**src/rtl/core/cwhc_pkg.sv**
```systemverilog
// ----------------------------------------------------------------------------
// cwhc_pkg: shared types and constants of the window hill climber
// Command and status bundles between controller and datapath, register
// indexes and the fixed numeric constants of the adjustment.
// ----------------------------------------------------------------------------
package cwhc_pkg;

  // configuration port
  localparam int CFG_INDEX_W = 1;
  localparam int CFG_DATA_W  = 32;
  localparam logic [CFG_INDEX_W-1:0] CFG_SHARD_CAPACITY = 1'd0;
  localparam logic [CFG_INDEX_W-1:0] CFG_SAMPLE_SIZE    = 1'd1;

  // reset values of the configuration registers
  localparam int unsigned RESET_CAPACITY = 1024;
  localparam int unsigned RESET_SAMPLE   = 10240;

  // hit rate is unsigned Q1.16
  localparam int RATE_W    = 17;
  localparam int RATE_FRAC = 16;

  // |swing| * 20 >= 1.0 in Q1.16 is the same as |swing| >= 3277
  localparam logic [RATE_W-1:0] SWING_MIN = 17'd3277;

  localparam int unsigned DECAY_NUM   = 98;
  localparam int unsigned PROTECT_NUM = 80;
  localparam int unsigned PCT_DEN     = 100;
  localparam int unsigned STEP_FLOOR  = 512;  // 2.0 in Q12.8
  localparam int unsigned STEP_SCALE  = 4;    // capacity/16 in Q12.8 is capacity << 4
  localparam int unsigned STEP_FRAC   = 8;

  typedef struct packed {
    logic accept;      // input item taken this cycle
    logic take_rate;   // rate quotient ready: adjust window, launch decay divide
    logic take_decay;  // decay quotient ready: update step, launch protected divide
    logic emit;        // protected quotient ready: load result register
  } cmd_t;

  typedef struct packed {
    logic sample_done; // the offered item closes a sample period
    logic div_busy;    // rate divider or percent scaler still busy
  } status_t;

endpackage

```
**src/rtl/core/cwhc_ctrl.sv**
```systemverilog
// ----------------------------------------------------------------------------
// cwhc_ctrl: sequencer of the window hill climber
// Admits items, runs the three divides of an adjustment in order and owns
// the result valid flag.
// ----------------------------------------------------------------------------
module cwhc_ctrl (
  input  logic              clk,
  input  logic              rst,
  input  logic              in_valid,
  output logic              in_stall,
  output logic              out_valid,
  input  logic              out_stall,
  input  cwhc_pkg::status_t status,
  output cwhc_pkg::cmd_t    cmd
);

  localparam logic [1:0] ST_IDLE  = 2'd0;
  localparam logic [1:0] ST_RATE  = 2'd1;
  localparam logic [1:0] ST_DECAY = 2'd2;
  localparam logic [1:0] ST_PROT  = 2'd3;

  logic [1:0] state;
  logic [1:0] state_next;
  logic       slot_free;

  assign slot_free = !out_valid || !out_stall;
  assign in_stall  = state != ST_IDLE;

  always_comb begin
    cmd        = '0;
    state_next = state;
    unique case (state)
      ST_IDLE: begin
        cmd.accept = in_valid;
        if (in_valid && status.sample_done) state_next = ST_RATE;
      end
      ST_RATE: begin
        if (!status.div_busy) begin
          cmd.take_rate = 1'b1;
          state_next    = ST_DECAY;
        end
      end
      ST_DECAY: begin
        if (!status.div_busy) begin
          cmd.take_decay = 1'b1;
          state_next     = ST_PROT;
        end
      end
      ST_PROT: begin
        if (!status.div_busy && slot_free) begin
          cmd.emit   = 1'b1;
          state_next = ST_IDLE;
        end
      end
    endcase
  end

  always_ff @(posedge clk) begin
    if (rst) begin
      state     <= ST_IDLE;
      out_valid <= 1'b0;
    end else begin
      state <= state_next;
      if (cmd.emit) out_valid <= 1'b1;
      else if (!out_stall) out_valid <= 1'b0;
    end
  end

  a_idle_div_quiet: assert property (@(posedge clk) disable iff (rst)
    state == ST_IDLE |-> !status.div_busy)
    else $error("divider busy while sequencer idle");

  a_sample_starts: assert property (@(posedge clk) disable iff (rst)
    in_valid && !in_stall && status.sample_done |=> state == ST_RATE)
    else $error("closing item did not start an adjustment");

  a_decay_launched: assert property (@(posedge clk) disable iff (rst)
    cmd.take_rate |=> status.div_busy)
    else $error("decay divide not launched");

  a_result_waits: assert property (@(posedge clk) disable iff (rst)
    state == ST_PROT && !status.div_busy && out_valid && out_stall
    |=> state == ST_PROT && out_valid)
    else $error("new result overran a pending one");

endmodule

```
**config.mk**
```make
export PLATFORM = sky130hd
export DESIGN_NAME = cwhc_ctrl
export DESIGN_NICKNAME = d
export VERILOG_FILES = /design/src/rtl/core/cwhc_pkg.sv /design/src/rtl/core/cwhc_ctrl.sv
export SDC_FILE = /design/constraint.sdc
export NUM_CORES = 1
export LEC_CHECK = 0
export BUFFER_PORTS_ARGS = -buffer_cell sky130_fd_sc_hd__clkbuf_2
export CELL_PAD_IN_SITES_DETAIL_PLACEMENT = 1
export CELL_PAD_IN_SITES_GLOBAL_PLACEMENT = 1
export CORE_AREA = 2 2 39 41
export CTS_BUF_LIST = sky130_fd_sc_hd__clkbuf_16
export CTS_CLUSTER_DIAMETER = 150
export CTS_CLUSTER_SIZE = 28
export DETAILED_ROUTE_END_ITERATION = 12
export DIE_AREA = 0 0 41 43
export PLACE_DENSITY_LB_ADDON = 0.1
export SKIP_LAST_GASP = 1
export SLEW_MARGIN = 20
export SYNTH_ARGS = -nofsm -noshare
export SYNTH_HDL_FRONTEND = slang
export SYNTH_SLANG_ARGS = --single-unit
```
**constraint.sdc**
```tcl
create_clock -name clk -period 1.85 [get_ports clk]
set_clock_uncertainty 0.15 [all_clocks]
set_input_delay 0.0925 -clock clk [delete_from_list [all_inputs] [get_ports clk]]
set_output_delay 0.0925 -clock clk [all_outputs]
set_load 0.01 [all_outputs]
```
==> impl_metrics.py <==
metrics = {
    "final_layout": {
        "seq_area_um2": 60.1,
        "syn_to_final_growth_pct": 63.9,
        "stdcell_area_um2": 420,
        "nets": 54,
        "final_util_pct": 30.4,
        "multi_input_area_um2": 181,
        "drive_above_1_share_pct": 46.5,
        "antenna_cells": 0,
        "final_cells": 59,
        "nFillCells": 171,
    },
    "die": {
        "die_area_um2": 1760,
        "coreArea_um2": 1380,
        "die_y_um": 43,
        "start_util_pct": 18.5,
        "rows": 14,
        "die_w_um": 41,
        "ioPinCount": 12,
    },
    "setup_path": {
        "r2r_slack_ps": 340,
        "slowest_delay_ps": 400,
        "start_kind": "register",
        "critPathCaptureType": "output pin",
        "cp_max_fo": 4,
        "crit_start": "state[0]",
        "r2r_start": "state[0]",
        "cp_num_cells": 4,
        "cp.buffers_inverters": 2,
        "cp_data_required_time_ps": 1610,
        "critPathTopFamily": "flip-flops",
        "cp_cell_sequence": "inv_1 > ha_1 > and2b_2 > clkbuf_2",
        "slowest_stage": "dfxtp_1",
        "r2r_end": "state[0]",
        "r2r_cells": 5,
        "crit_type": "register to output pin",
        "cp.arrival_ps": 1260,
    },
    "sta": {
        "finalSetupViolCount": 0,
        "max_freq_ghz": 0.664,
        "tightest_slew_ps": 187,
        "finalHoldViolCount": 0,
        "setup_tns_ps": 0,
        "fin_ws_ps": 344,
        "hold_slack_ps": 13.4,
        "maxSlewViolCount": 0,
        "period_needed_ps": 1510,
        "finalCritPeriodShare_pct": 81.4,
        "rsz0062_at_grt": "false",
        "slew_headroom_pct": 87.5,
    },
    "synth": {
        "syn_area_um2": 256,
        "synth_cells": 27,
        "synth_top_area_share_pct": 23.4,
        "synth_commonest_cells": "ha_1 (4), inv_1 (4), dfxtp_1 (3), nand2b_1 (3)",
        "synth-edff-count": 0,
        "ys_warn_count": 0,
        "yosysTopAreaCell": "dfxtp_1",
        "syn_avg_cell_area_um2": 9.50,
        "synth_cell_types": 15,
        "ys_ff_latch": 3,
        "ys.flop_type": "dfxtp_1",
        "async_reset_ff_share_pct": 0,
        "synthesis.nets": 37,
        "ys_seq_area_share_pct": 23.4,
        "synth_area_leaders": "dfxtp_1 (23%), ha_1 (20%), mux2i_1 (7.8%)",
    },
    "clocking": {
        "cts_buffers": 3,
        "root_buffer": "clkbuf_16",
        "cts_sinks": 3,
        "clk_pin_slew_ps": 30,
        "clock_path_buffers": 2,
        "clk_latency_ps": 220,
        "cts_resized": 0,
        "h-tree-depth": 1,
        "cts_tree": "yes",
    },
    "routing": {
        "first_iter_violations": 2,
        "ant_nets": 0,
        "route.detailed.drc": 0,
        "met3_length_um": 78,
        "vias": 237,
        "highest_layer": "met4",
        "via_per_inst": 4.02,
        "wire_per_inst_um": 10.6,
        "m1WireLength_um": 262,
        "firstDrtPassIters": 4,
        "met2_wirelength_um": 240,
        "routed_wl_um": 626,
    },
    "power": {
        "powerDensity_nw_per_um2": 1710,
        "power_mw": 0.720,
        "peakVddDrop_mv": 0.447,
        "leakage_nw": 0.212,
    },
    "placed_design": {
        "place_area_um2": 332,
        "place_congestion": 0.669,
        "place_ws_ps": 366,
        "dp_cells": 54,
        "port_buffers": 11,
    },
    "global_route": {
        "grt_pass1_wl_um": 855,
        "antenna_found_initial": 0,
        "grt_pass1_vias": 204,
        "grt-ovfl-total": 0,
        "grt_max_degree": 6,
        "grt_usage_pct": 9.43,
    },
    "outcome": {
        "outcome": "complete, no violations",
    },
    "min_path": {
        "hp-class": "input pin to register",
        "holdPathStages": 3,
        "whs_endpoint": "out_valid",
        "hp-start": "out_stall",
    },
    "run": {
        "maxCapViolCount": 0,
    },
}
registers in the layout (all words and copies together), names as in the netlist:
signal     count
state          2
out_valid      1
kinds of logic (layout without fill, tap and decap cells):
kind of cell / Yosys count / count (layout) / synth area share (%)
compound gates: 5 / 5 / 19.0
buf+inv: 4 / 20 / 5.85
fa+ha+maj: 4 / 4 / 19.5
simple gates: 9 / 9 / 24.4
mux: 2 / 2 / 7.81
flops: 3 / 3 / 23.4
worst min-delay path, cell delays in order:
cell,delay [ps]
clkbuf_2,100
a22oi_1,80
nor2_1,80
metal layers:
metal  GRT usage, %  vias up
li1               -      120
met1           8.01       98
met2           10.3       14
met3           7.85        5
met4           14.0        0
met5              0        -
report_power, final:
part	internal (mW)	total [mW]	switching [mW]
clock network	0.279	0.338	0.0596
registers	0.0871	0.116	0.0284
logic	0.134	0.266	0.132
total	0.500	0.720	0.220
cell usage in the layout, fill, tap and decap left out, types with 2 or more instances in the layout:
cell type / n
dfxtp_1: 3
nand2b_1: 3
mux2i_1: 2
clkbuf_2: 11
inv_1: 5
and2b_2: 2
ha_1: 4
clkbuf_16: 3
area by class of cell:
type | count | area share, %
multi-input combinational | 20 | 43.2
clock buffer | 3 | 17.9
timing repair buffer | 12 | 15.5
sequential | 3 | 14.3
tap | 16 | 4.76
inverter | 4 | 3.57
clock inverter | 1 | 0.893
what timing repair did:
action	4_1_cts	5_1_grt
hold buffers	1	0
setup buffers	0	0
hold endpoints to repair	1	0
endpoints found under the setup margin	0	0
worst max path at each step:
| stage | endpoint | slack, ps |
|---|---|---|
| floorplan | state[0] | 520 |
| global placement | state[0] | 430 |
| detailed placement | state[1] | 370 |
| CTS | state[0] | 320 |
| global route | state[0] | 250 |
| finish | cmd[1] | 340 |
(Power assumes the default switching activity.)
